**src/rtl/core/assert_macros.svh**
```systemverilog
// Assertion macros shared by the classifier RTL.
// Depends on nothing; included by the files that carry assertions.
`ifndef ASSERT_MACROS_SVH
`define ASSERT_MACROS_SVH

// Same-cycle implication, disabled while reset is held
`define ASSERT_IMPLY(lbl, clk, rst_n, ante, cons) \
    lbl: assert property (@(posedge clk) disable iff (!(rst_n)) (ante) |-> (cons)) \
        else $error("implication assertion failed");

// Next-cycle implication, disabled while reset is held
`define ASSERT_NEXT(lbl, clk, rst_n, ante, cons) \
    lbl: assert property (@(posedge clk) disable iff (!(rst_n)) (ante) |=> (cons)) \
        else $error("next-cycle assertion failed");

`endif

```
**src/rtl/core/jmsc_pkg.sv**
```systemverilog
// Shared types, constants and the marker classifier function.
// Depends on nothing; imported by every module of the classifier.
package jmsc_pkg;

    localparam int unsigned ByteW = 8;
    localparam int unsigned WordW = 16;

    localparam logic [WordW-1:0] SOI_WORD = 16'hFFD8;
    localparam logic [WordW-1:0] LEN_BIAS = 16'd2;

    // Parse position within the buffer
    typedef enum logic [2:0] {
        PH_SOI_HI = 3'd0,
        PH_SOI_LO = 3'd1,
        PH_MRK_HI = 3'd2,
        PH_MRK_LO = 3'd3,
        PH_LEN_HI = 3'd4,
        PH_LEN_LO = 3'd5,
        PH_SKIP   = 3'd6
    } phase_t;

    typedef enum logic [1:0] {
        CLS_OTHER = 2'd0,
        CLS_LOSSY = 2'd1,
        CLS_STOP  = 2'd2
    } marker_cls_t;

    // Outcome of one byte step
    typedef struct packed {
        logic decided;
        logic verdict;
    } scan_res_t;

    function automatic marker_cls_t classify(input logic [WordW-1:0] word);
        marker_cls_t cls;
        case (word) inside
            16'hFFC0, 16'hFFC1, 16'hFFC2, 16'hFFC5, 16'hFFC6,
            16'hFFC9, 16'hFFCA, 16'hFFCD, 16'hFFCE: cls = CLS_LOSSY;
            16'hFFC3, 16'hFFC7, 16'hFFCB, 16'hFFCF, 16'hFFDA: cls = CLS_STOP;
            default: cls = CLS_OTHER;
        endcase
        return cls;
    endfunction

endpackage

```
**src/rtl/core/jmsc_scan.sv**
```systemverilog
// Marker parser state machine: one byte step per transaction.
// Depends on jmsc_pkg and assert_macros.svh.
`include "assert_macros.svh"

module jmsc_scan (
    input  logic                        aclk,
    input  logic                        aresetn,
    input  logic                        step,
    input  logic [jmsc_pkg::ByteW-1:0]  data_byte,
    input  logic                        last_byte,
    output jmsc_pkg::scan_res_t         res
);
    import jmsc_pkg::*;

    phase_t           phase_reg, phase_next;
    logic [ByteW-1:0] pending_reg, pending_next;
    logic [WordW-1:0] skip_reg, skip_next;
    logic             given_reg, given_next;

    logic [WordW-1:0] word;
    logic [WordW-1:0] skip_len;
    logic [WordW-1:0] skip_dec;
    marker_cls_t      cls;

    assign word     = {pending_reg, data_byte};
    assign skip_len = word - LEN_BIAS;
    assign skip_dec = skip_reg - 16'd1;
    assign cls      = classify(word);

    // Hold the phase, skip count and verdict flag; the high byte store needs no reset
    always_ff @(posedge aclk) begin
        if (!aresetn) begin
            phase_reg <= PH_SOI_HI;
            skip_reg  <= '0;
            given_reg <= 1'b0;
        end else if (step) begin
            phase_reg <= phase_next;
            skip_reg  <= skip_next;
            given_reg <= given_next;
        end
    end

    always_ff @(posedge aclk) begin
        if (step) begin
            pending_reg <= pending_next;
        end
    end

    // Advance the parse by one byte
    always_comb begin
        phase_next   = phase_reg;
        pending_next = pending_reg;
        skip_next    = skip_reg;
        given_next   = given_reg;
        res.decided  = 1'b0;
        res.verdict  = 1'b0;

        if (!given_reg) begin
            case (phase_reg)
                PH_SOI_LO: begin
                    if (word != SOI_WORD) begin
                        res.decided = 1'b1;
                    end else begin
                        phase_next = PH_MRK_HI;
                    end
                end
                PH_MRK_HI: begin
                    pending_next = data_byte;
                    phase_next   = PH_MRK_LO;
                end
                PH_MRK_LO: begin
                    if (cls == CLS_LOSSY) begin
                        res.decided = 1'b1;
                        res.verdict = 1'b1;
                    end else if (cls == CLS_STOP) begin
                        res.decided = 1'b1;
                    end else begin
                        phase_next = PH_LEN_HI;
                    end
                end
                PH_LEN_HI: begin
                    pending_next = data_byte;
                    phase_next   = PH_LEN_LO;
                end
                PH_LEN_LO: begin
                    skip_next  = skip_len;
                    phase_next = (skip_len == '0) ? PH_MRK_HI : PH_SKIP;
                end
                PH_SKIP: begin
                    skip_next = skip_dec;
                    if (skip_dec == '0) begin
                        phase_next = PH_MRK_HI;
                    end
                end
                default: begin
                    pending_next = data_byte;
                    phase_next   = PH_SOI_LO;
                end
            endcase

            // Close an undecided buffer on its last byte
            if (!res.decided && last_byte) begin
                res.decided = 1'b1;
                res.verdict = 1'b0;
            end
        end

        // Rearm for the next buffer, or latch that a verdict went out
        if (last_byte) begin
            phase_next = PH_SOI_HI;
            skip_next  = '0;
            given_next = 1'b0;
        end else if (res.decided) begin
            given_next = 1'b1;
        end
    end

    `ASSERT_NEXT(a_last_rearms, aclk, aresetn, step && last_byte,
        phase_reg == PH_SOI_HI && !given_reg && skip_reg == '0)
    `ASSERT_NEXT(a_verdict_latched, aclk, aresetn, step && res.decided && !last_byte,
        given_reg)
    `ASSERT_IMPLY(a_skip_nonzero, aclk, aresetn, phase_reg == PH_SKIP, skip_reg != '0)

endmodule

```
**src/rtl/core/jmsc_out_buf.sv**
```systemverilog
// Result register with a skid entry, decoupling the parser from m_tready.
// Depends on jmsc_pkg and assert_macros.svh.
`include "assert_macros.svh"

module jmsc_out_buf (
    input  logic                 aclk,
    input  logic                 aresetn,
    input  logic                 step,
    input  jmsc_pkg::scan_res_t  res,
    output logic                 ready,
    output logic                 m_tvalid,
    input  logic                 m_tready,
    output logic                 m_verdict
);
    import jmsc_pkg::*;

    logic main_valid_reg, skid_valid_reg;
    logic main_data_reg, skid_data_reg;
    logic push, pop;

    assign push      = step && res.decided;
    assign pop       = main_valid_reg && m_tready;
    assign ready     = !skid_valid_reg;
    assign m_tvalid  = main_valid_reg;
    assign m_verdict = main_data_reg;

    // Fill main first, spill to skid when main is stalled, refill main from skid on a pop
    always_ff @(posedge aclk) begin
        if (!aresetn) begin
            main_valid_reg <= 1'b0;
            skid_valid_reg <= 1'b0;
        end else if (skid_valid_reg) begin
            if (pop) begin
                main_valid_reg <= 1'b1;
                skid_valid_reg <= 1'b0;
            end
        end else if (push) begin
            if (main_valid_reg && !pop) begin
                skid_valid_reg <= 1'b1;
            end else begin
                main_valid_reg <= 1'b1;
            end
        end else if (pop) begin
            main_valid_reg <= 1'b0;
        end
    end

    always_ff @(posedge aclk) begin
        if (skid_valid_reg) begin
            if (pop) begin
                main_data_reg <= skid_data_reg;
            end
        end else if (push) begin
            if (main_valid_reg && !pop) begin
                skid_data_reg <= res.verdict;
            end else begin
                main_data_reg <= res.verdict;
            end
        end
    end

    `ASSERT_IMPLY(a_skid_behind_main, aclk, aresetn, skid_valid_reg, main_valid_reg)
    `ASSERT_IMPLY(a_no_push_when_full, aclk, aresetn, push, !skid_valid_reg)
    `ASSERT_NEXT(a_skid_holds, aclk, aresetn, skid_valid_reg && !m_tready,
        skid_valid_reg && $stable(skid_data_reg))

endmodule

```
**src/rtl/core/jpeg_marker_scan_classifier.sv**
```systemverilog
// A deciding byte sits in the input register; its verdict is registered in the result stage.
// Throughput: one byte per cycle while s_tready is high; phase and skip counter step per byte.
// Input register, parser and result register with skid; s_tready drops only while
// two verdicts wait on m_tready.
// Reset: synchronous active-low aresetn clears the parser to await a new buffer and empties
// both the input stage and the result stage.
module jpeg_marker_scan_classifier (
    input  logic       aclk,
    input  logic       aresetn,
    input  logic       s_tvalid,
    output logic       s_tready,
    input  logic [7:0] s_tdata,   // [7:0] data_byte
    input  logic       s_tlast,   // last_byte
    output logic       m_tvalid,
    input  logic       m_tready,
    output logic [7:0] m_tdata    // [0] is_jpeg, [7:1] zero
);
    import jmsc_pkg::*;

    logic             in_valid_reg;
    logic [ByteW-1:0] in_byte_reg;
    logic             in_last_reg;
    logic             consume;
    logic             buf_ready;
    logic             verdict;
    scan_res_t        res;

    assign consume  = in_valid_reg && buf_ready;
    assign s_tready = !in_valid_reg || consume;
    assign m_tdata  = {7'd0, verdict};

    // Input register: take a new transaction when empty or whenever the held one moves on
    always_ff @(posedge aclk) begin
        if (!aresetn) begin
            in_valid_reg <= 1'b0;
        end else if (s_tready) begin
            in_valid_reg <= s_tvalid;
        end
    end

    always_ff @(posedge aclk) begin
        if (s_tready && s_tvalid) begin
            in_byte_reg <= s_tdata;
            in_last_reg <= s_tlast;
        end
    end

    jmsc_scan u_scan (
        .aclk      (aclk),
        .aresetn   (aresetn),
        .step      (consume),
        .data_byte (in_byte_reg),
        .last_byte (in_last_reg),
        .res       (res)
    );

    jmsc_out_buf u_out_buf (
        .aclk      (aclk),
        .aresetn   (aresetn),
        .step      (consume),
        .res       (res),
        .ready     (buf_ready),
        .m_tvalid  (m_tvalid),
        .m_tready  (m_tready),
        .m_verdict (verdict)
    );

endmodule

```
**config.mk**
```make
export PLATFORM = sky130hd
export DESIGN_NAME = jpeg_marker_scan_classifier
export DESIGN_NICKNAME = d
export VERILOG_FILES = /design/src/rtl/core/jmsc_pkg.sv /design/src/rtl/core/jmsc_scan.sv /design/src/rtl/core/jmsc_out_buf.sv /design/src/rtl/core/jpeg_marker_scan_classifier.sv
export VERILOG_INCLUDE_DIRS = /design/src /design/src/rtl/core
export SDC_FILE = /design/constraint.sdc
export NUM_CORES = 1
export LEC_CHECK = 0
export ABC_AREA = 1
export BUFFER_PORTS_ARGS = -buffer_cell sky130_fd_sc_hd__buf_4
export CAP_MARGIN = 20
export CORE_ASPECT_RATIO = 2
export CORE_MARGIN = 3
export CORE_UTILIZATION = 35
export DETAILED_ROUTE_END_ITERATION = 12
export PLACE_DENSITY_LB_ADDON = 0.12
export SKIP_LAST_GASP = 1
export SLEW_MARGIN = 25
export SYNTH_ARGS = -nofsm -noshare
export SYNTH_HDL_FRONTEND = slang
export SYNTH_SLANG_ARGS = --single-unit
```
**constraint.sdc**
```tcl
create_clock -name aclk -period 5.86 [get_ports aclk]
set_clock_uncertainty 0.1 [all_clocks]
set_input_delay 0.879 -clock aclk [delete_from_list [all_inputs] [get_ports aclk]]
set_output_delay 0.879 -clock aclk [all_outputs]
set_load 0.05 [all_outputs]
```
; Yosys cells after proc, flatten, opt, wreduce, memory -nomap -nowiden
; Index checks and enable logic that the tools add are counted.
[word_totals]
register_bits = 42
in_bits = 13
output_inout_bits = 10
elab_cells = 111
[classes]
n_addsub = 2
n_eq_ne = 31
muxes = 37
bitwise = 3
n_reduce_logical = 27
[ops]
columns = cell, n
row1 = $eq 16x16->1 const B, 14
row2 = $logic_not 16->1, 2
row3 = $mux 16, 2
row4 = $pmux 16 s2, 1
row5 = $mux 1, 21
row6 = $mux 3, 7
row7 = $pmux 3 s6, 1
row8 = $ne 16x16->1 const B, 1
row9 = $sub 16x1->16 const B, 1
row10 = $sub 16x2->16 const B, 1
row11 = $reduce_and 3->1, 5
row12 = $eq 3x3->1 const B, 3
row13 = $ne 3x3->1 const B, 3
row14 = $reduce_or 9->1, 1
row15 = $mux 2, 4
row16 = $eq 3x2->1 const B, 2
row17 = $logic_and 1x1->1, 6
row18 = $ne 3x2->1 const B, 2
row19 = $reduce_and 6->1, 1
row20 = $reduce_bool 2->1, 3
row21 = $reduce_or 5->1, 1
row22 = $logic_not 1->1, 4
row23 = $ne 2x2->1 const B, 2
row24 = $reduce_or 4->1, 1
row25 = 9 further kinds, 11

; Logic depth before layout (Yosys ltp)
[depth]
depth_word = 16
depth_mapped = 16
depth_no_buf = 16

; Hierarchy
; A second synthesis with hierarchy kept.
[hier_totals]
cells_unflattened = 403
hier_area_um2 = 2877.8
[by_module_without_submodules]
columns = module, instances, cells_per_inst, area_each_um2, seq_area_each_um2
row1 = jmsc_scan, 1, 351, 2284.7, 640.6
row2 = jpeg_marker_scan_classifier, 1, 27, 392.9, 290.3
row3 = jmsc_out_buf, 1, 25, 200.2, 100.1

; Worst setup path before layout
; Ideal clock, no wire load.
[synth_timing]
path_type = reg2reg
from = register in_byte_reg[1]
to = register u_scan.phase_reg[2]
setup_ps = 128
arrival_time_ps = 1731
t_required_ps = 5632
setup_slack_ps = 3901
path_stages_with_launch = 14
n_path_buf = 0
synth_period_minus_slack_ps = 1959
path_cell_list = edfxtp_1 > inv_2 > ha_1 > nand3_1 > nor2_1 > nand3_1 > nand2_1 > nand2_1 > nor2_1 > nand4_1 > a21oi_1 > nor2_1 > nor2_1 > nor2_1
[synth_via]
elab_chain_cells = 7
word_cells_on_any_way = 31
cone_classes = 1 x add/sub / 20 x eq/ne / 6 x mux / 4 x reduce/logical
[synth_lines]
columns = element, line_no
row1 = "start, declared", jpeg_marker_scan_classifier.sv:21  ; logic [ByteW-1:0] in_byte_reg;
row2 = "start signal, assigned", jpeg_marker_scan_classifier.sv:43  ; in_byte_reg <= s_tdata;
row3 = "parallel branches: the longest is 7 deep, another holds $sub 16x2->16", -
row4 = "end signal, assigned", jmsc_scan.sv:37  ; phase_reg <= phase_next;
row5 = "end, declared", jmsc_scan.sv:15  ; phase_t phase_reg, phase_next;
; Several ways; the timed one is not identified. The select of a mux whose other input is x is not followed.
; A chain may end at the register's enable or synchronous reset.

; Worst setup path after layout
; Ends and elaborated chain as after synthesis.

==> impl_metrics.xml <==
<?xml version="1.0" encoding="UTF-8"?>
<metrics>
  <group name="logic_synthesis">
    <metric name="synth_area_in_compound_gates" unit="%">11.2</metric>
    <metric name="syn_avg_cell_area" unit="um2">6.76</metric>
    <metric name="dominant_combinational_cell_family_by_area_after_synthesis" unit="">simple AND/OR/NAND/NOR gates</metric>
    <metric name="synth-async-reset-ratio" unit="%">0</metric>
    <metric name="post_synth_xor_area_fraction" unit="%">0.932</metric>
    <metric name="synth-edff-count" unit="">19</metric>
    <metric name="multiplexer_share_of_the_synthesized_area" unit="%">0</metric>
    <metric name="synth-adder-area-share" unit="%">1.33</metric>
    <metric name="synth_simple_gate_area_share" unit="%">40.3</metric>
    <metric name="syn-instance-count" unit="">417</metric>
    <metric name="synth.ff_latch_count" unit="">42</metric>
    <metric name="netlist-cell-type-count" unit="">37</metric>
    <metric name="yosys_warnings" unit="">0</metric>
    <metric name="syn_area" unit="um2">2820</metric>
    <metric name="seq_total_area_yosys" unit="%">36.6</metric>
    <metric name="synth_flop_cell" unit="">sky130_fd_sc_hd__dfxtp_1</metric>
  </group>
  <group name="sta">
    <metric name="fmax" unit="GHz">0.406</metric>
    <metric name="period_minus_slack" unit="ns">2.47</metric>
    <metric name="worst_pin_slew" unit="ns">0.920</metric>
    <metric name="totalNegativeSetupSlack" unit="ns">0</metric>
    <metric name="slew_headroom" unit="%">38.6</metric>
    <metric name="timing.final.max_slew_violations" unit="">0</metric>
    <metric name="finalCritPeriodShare" unit="%">42.1</metric>
    <metric name="finalHoldViolations" unit="">0</metric>
    <metric name="setup_viol" unit="">0</metric>
    <metric name="grt_setup_unrepaired" unit="">false</metric>
  </group>
  <group name="job">
    <metric name="maxCapViolCount" unit="">0</metric>
  </group>
  <group name="clock_network">
    <metric name="cts_root_buf" unit="">sky130_fd_sc_hd__clkbuf_16</metric>
    <metric name="clock_tree_from_tritoncts" unit="">done</metric>
    <metric name="clkSinkCount" unit="">42</metric>
    <metric name="worstSkewPairLatency" unit="ns">0.29</metric>
    <metric name="cts_max_level" unit="">2</metric>
    <metric name="clk_pin_slew" unit="ns">0.06</metric>
    <metric name="cts_repair_resize_count" unit="">0</metric>
    <metric name="postCtsSetupRepairBufs" unit="">0</metric>
    <metric name="numCtsBuffers" unit="">5</metric>
    <metric name="cts.path.max_buffers" unit="">2</metric>
    <metric name="hold_buffers" unit="">0</metric>
  </group>
  <group name="routing">
    <metric name="wl_per_cell" unit="um">14.5</metric>
    <metric name="detail_route.first_pass.iterations" unit="">4</metric>
    <metric name="wl_met3" unit="um">179</metric>
    <metric name="routedLengthMet1" unit="um">2580</metric>
    <metric name="route.vias.total" unit="">2644</metric>
    <metric name="detail_route.wirelength" unit="um">7690</metric>
    <metric name="ant_nets" unit="">0</metric>
    <metric name="routed_via_density" unit="">5.00</metric>
    <metric name="final_routed_drc_violation_total" unit="">0</metric>
    <metric name="drt_iter0_drc" unit="">97</metric>
    <metric name="dr_wl_met2" unit="um">4500</metric>
    <metric name="dr.max_layer_used" unit="">met4</metric>
  </group>
  <group name="floorplan">
    <metric name="core_region_area" unit="um2">7710</metric>
    <metric name="start_util" unit="%">36.5</metric>
    <metric name="die_outline_width" unit="um">69.5</metric>
    <metric name="die-area" unit="um2">9230</metric>
    <metric name="num_rows" unit="">45</metric>
    <metric name="floorplan.io_pins" unit="">23</metric>
    <metric name="die_y" unit="um">133</metric>
  </group>
  <group name="cells_and_area">
    <metric name="layout_common_cells" unit="">sky130_fd_sc_hd__nand2_1 (122), sky130_fd_sc_hd__nor2_1 (58), sky130_fd_sc_hd__inv_1 (45)</metric>
    <metric name="final_common_cell" unit="">sky130_fd_sc_hd__nand2_1</metric>
    <metric name="final_layout_size_suffix_gt1_share" unit="%">11.3</metric>
    <metric name="number_of_antenna_repair_diodes" unit="">0</metric>
    <metric name="stdcell_area" unit="um2">3170</metric>
    <metric name="largest_reg_flops" unit="">16</metric>
    <metric name="nets" unit="">450</metric>
    <metric name="syn2layout_area_growth" unit="%">12.4</metric>
  </group>
  <group name="power">
    <metric name="ir_drop" unit="mV">0.192</metric>
    <metric name="power.total" unit="uW">831</metric>
    <metric name="power_per_cell_area" unit="nW/um2">262</metric>
    <metric name="p_leak" unit="nW">1.36</metric>
  </group>
  <group name="min_path">
    <metric name="timing.hold.worst.class" unit="">flip-flop to flip-flop</metric>
    <metric name="number_of_instances_on_the_worst_hold_path" unit="">2</metric>
  </group>
  <group name="worst_setup_path">
    <metric name="timing.critical_path.to_type" unit="">flip-flop</metric>
    <metric name="cp_data_required_time" unit="ns">5.92</metric>
    <metric name="timing.critical_path.arrival" unit="ns">2.53</metric>
    <metric name="crit_type" unit="">flip-flop to flip-flop</metric>
    <metric name="path_max_fanout" unit="">5</metric>
    <metric name="element_type_at_the_critical_path_start" unit="">flip-flop</metric>
    <metric name="rr_worst_depth" unit="">13</metric>
  </group>
  <group name="grt">
    <metric name="grt_start_max_net_pins" unit="">24</metric>
    <metric name="global_route.overflow_total" unit="">0</metric>
    <metric name="first_global_vias" unit="">2603</metric>
    <metric name="grt_first_pass_wirelength" unit="um">12300</metric>
    <metric name="grt_antenna_before_repair" unit="">0</metric>
    <metric name="grt.total_usage" unit="%">17.1</metric>
  </group>
  <group name="status">
    <metric name="run_status" unit="">finished, final reports clean</metric>
  </group>
  <group name="place">
    <metric name="placement.cell_area" unit="um2">3000</metric>
    <metric name="place.gp.congestion" unit="">0.850</metric>
    <metric name="detailed_place_hpwl" unit="um">6380</metric>
    <metric name="port_buffers" unit="">15</metric>
  </group>
</metrics>
==> power by group <==
part           switching, mW  internal (mW)  total (mW)
Combinational          0.120         0.0554       0.176
Sequential            0.0166          0.322       0.338
Clock                  0.116          0.201       0.317
Total                  0.253          0.578       0.831
==> metal layers <==
| layer | vias up | track usage [%] |
|---|---|---|
| met5 | - | 0 |
| met4 | 0 | 11.1 |
| met3 | 25 | 1.60 |
| met2 | 58 | 35.0 |
| met1 | 1176 | 14.9 |
| li1 | 1385 | - |
==> cell usage after synthesis, types with 3 or more instances <==
| library cell | number | area, um2 |
|---|---|---|
| sky130_fd_sc_hd__nor2_2 | 6 | 37.5 |
| sky130_fd_sc_hd__nor2_1 | 58 | 218 |
| sky130_fd_sc_hd__inv_2 | 5 | 18.8 |
| sky130_fd_sc_hd__nand4_1 | 6 | 37.5 |
| sky130_fd_sc_hd__dfxtp_1 | 23 | 460 |
| sky130_fd_sc_hd__nand2_2 | 5 | 31.3 |
| sky130_fd_sc_hd__o21ai_1 | 4 | 20.0 |
| sky130_fd_sc_hd__a211oi_1 | 5 | 37.5 |
| sky130_fd_sc_hd__edfxtp_1 | 19 | 571 |
| sky130_fd_sc_hd__xor2_1 | 3 | 26.3 |
| sky130_fd_sc_hd__nor3_1 | 4 | 20.0 |
| sky130_fd_sc_hd__inv_1 | 45 | 169 |
| sky130_fd_sc_hd__nor2_4 | 4 | 45.0 |
| sky130_fd_sc_hd__o21ai_0 | 6 | 30.0 |
| sky130_fd_sc_hd__nand3_1 | 34 | 170 |
| sky130_fd_sc_hd__o211ai_1 | 5 | 37.5 |
| sky130_fd_sc_hd__ha_1 | 3 | 37.5 |
| sky130_fd_sc_hd__buf_4 | 8 | 60.1 |
| sky130_fd_sc_hd__nand3b_1 | 7 | 52.6 |
| sky130_fd_sc_hd__nand2_1 | 122 | 458 |
| sky130_fd_sc_hd__a21oi_1 | 22 | 110 |
==> worst paths after layout <==
| path | slack [ns] | from | to |
|---|---|---|---|
| setup / recovery | 3.39 | in_byte_reg[1] | u_scan.phase_reg[2] |
| hold / removal | 0.38 | u_scan.skip_reg[15] | u_scan.skip_reg[15] |
| setup reg to reg | 3.39 | in_byte_reg[1] | u_scan.phase_reg[2] |
| hold reg to reg | 0.38 | u_scan.skip_reg[15] | u_scan.skip_reg[15] |
==> worst max-delay path: stages, from the launching register on <==
cell and delay (ns):
sky130_fd_sc_hd__edfxtp_1 0.49, sky130_fd_sc_hd__inv_2 0.12, sky130_fd_sc_hd__ha_1 0.21, sky130_fd_sc_hd__nand3_1 0.17, sky130_fd_sc_hd__nor2_1 0.33, sky130_fd_sc_hd__nand3_1 0.11
sky130_fd_sc_hd__nand2_1 0.12, sky130_fd_sc_hd__nand2_1 0.06, sky130_fd_sc_hd__nor2_1 0.10, sky130_fd_sc_hd__nand4_1 0.16, sky130_fd_sc_hd__a21oi_1 0.17, sky130_fd_sc_hd__nor2_1 0.06
sky130_fd_sc_hd__nor2_1 0.08, sky130_fd_sc_hd__nor2_1 0.04
==> area by class of cell <==
type | instances | area (um2)
Clock inverter | 2 | 37.5
Clock buffer | 6 | 129
Multi-Input combinational cell | 318 | 1540
Sequential cell | 42 | 1030
Tap cell | 94 | 118
Inverter | 51 | 191
Fill cell | 812 | 4550
Timing Repair Buffer | 16 | 120
==> cells by family after synthesis <==
logic type	count (synthesis)
other cells	1
flops	42
compound gates	52
simple gates	253
fa+ha+maj	3
buf+inv	63
xor+xnor	3
==> stage by stage <==
stage | setup WS [ns] | hold WS, ns | util, % | cells
floorplan | 3.90 | 0.351 | - | 423
global placement | 3.42 | 0.388 | 38.9 | 521
detailed placement | 3.40 | 0.374 | 38.9 | 521
CTS | 3.40 | 0.384 | 41.1 | 529
global route | 3.14 | 0.432 | 41.1 | 529
finish | 3.39 | 0.379 | 41.1 | 529
No activity file was read; power rests on OpenSTA's default activity.
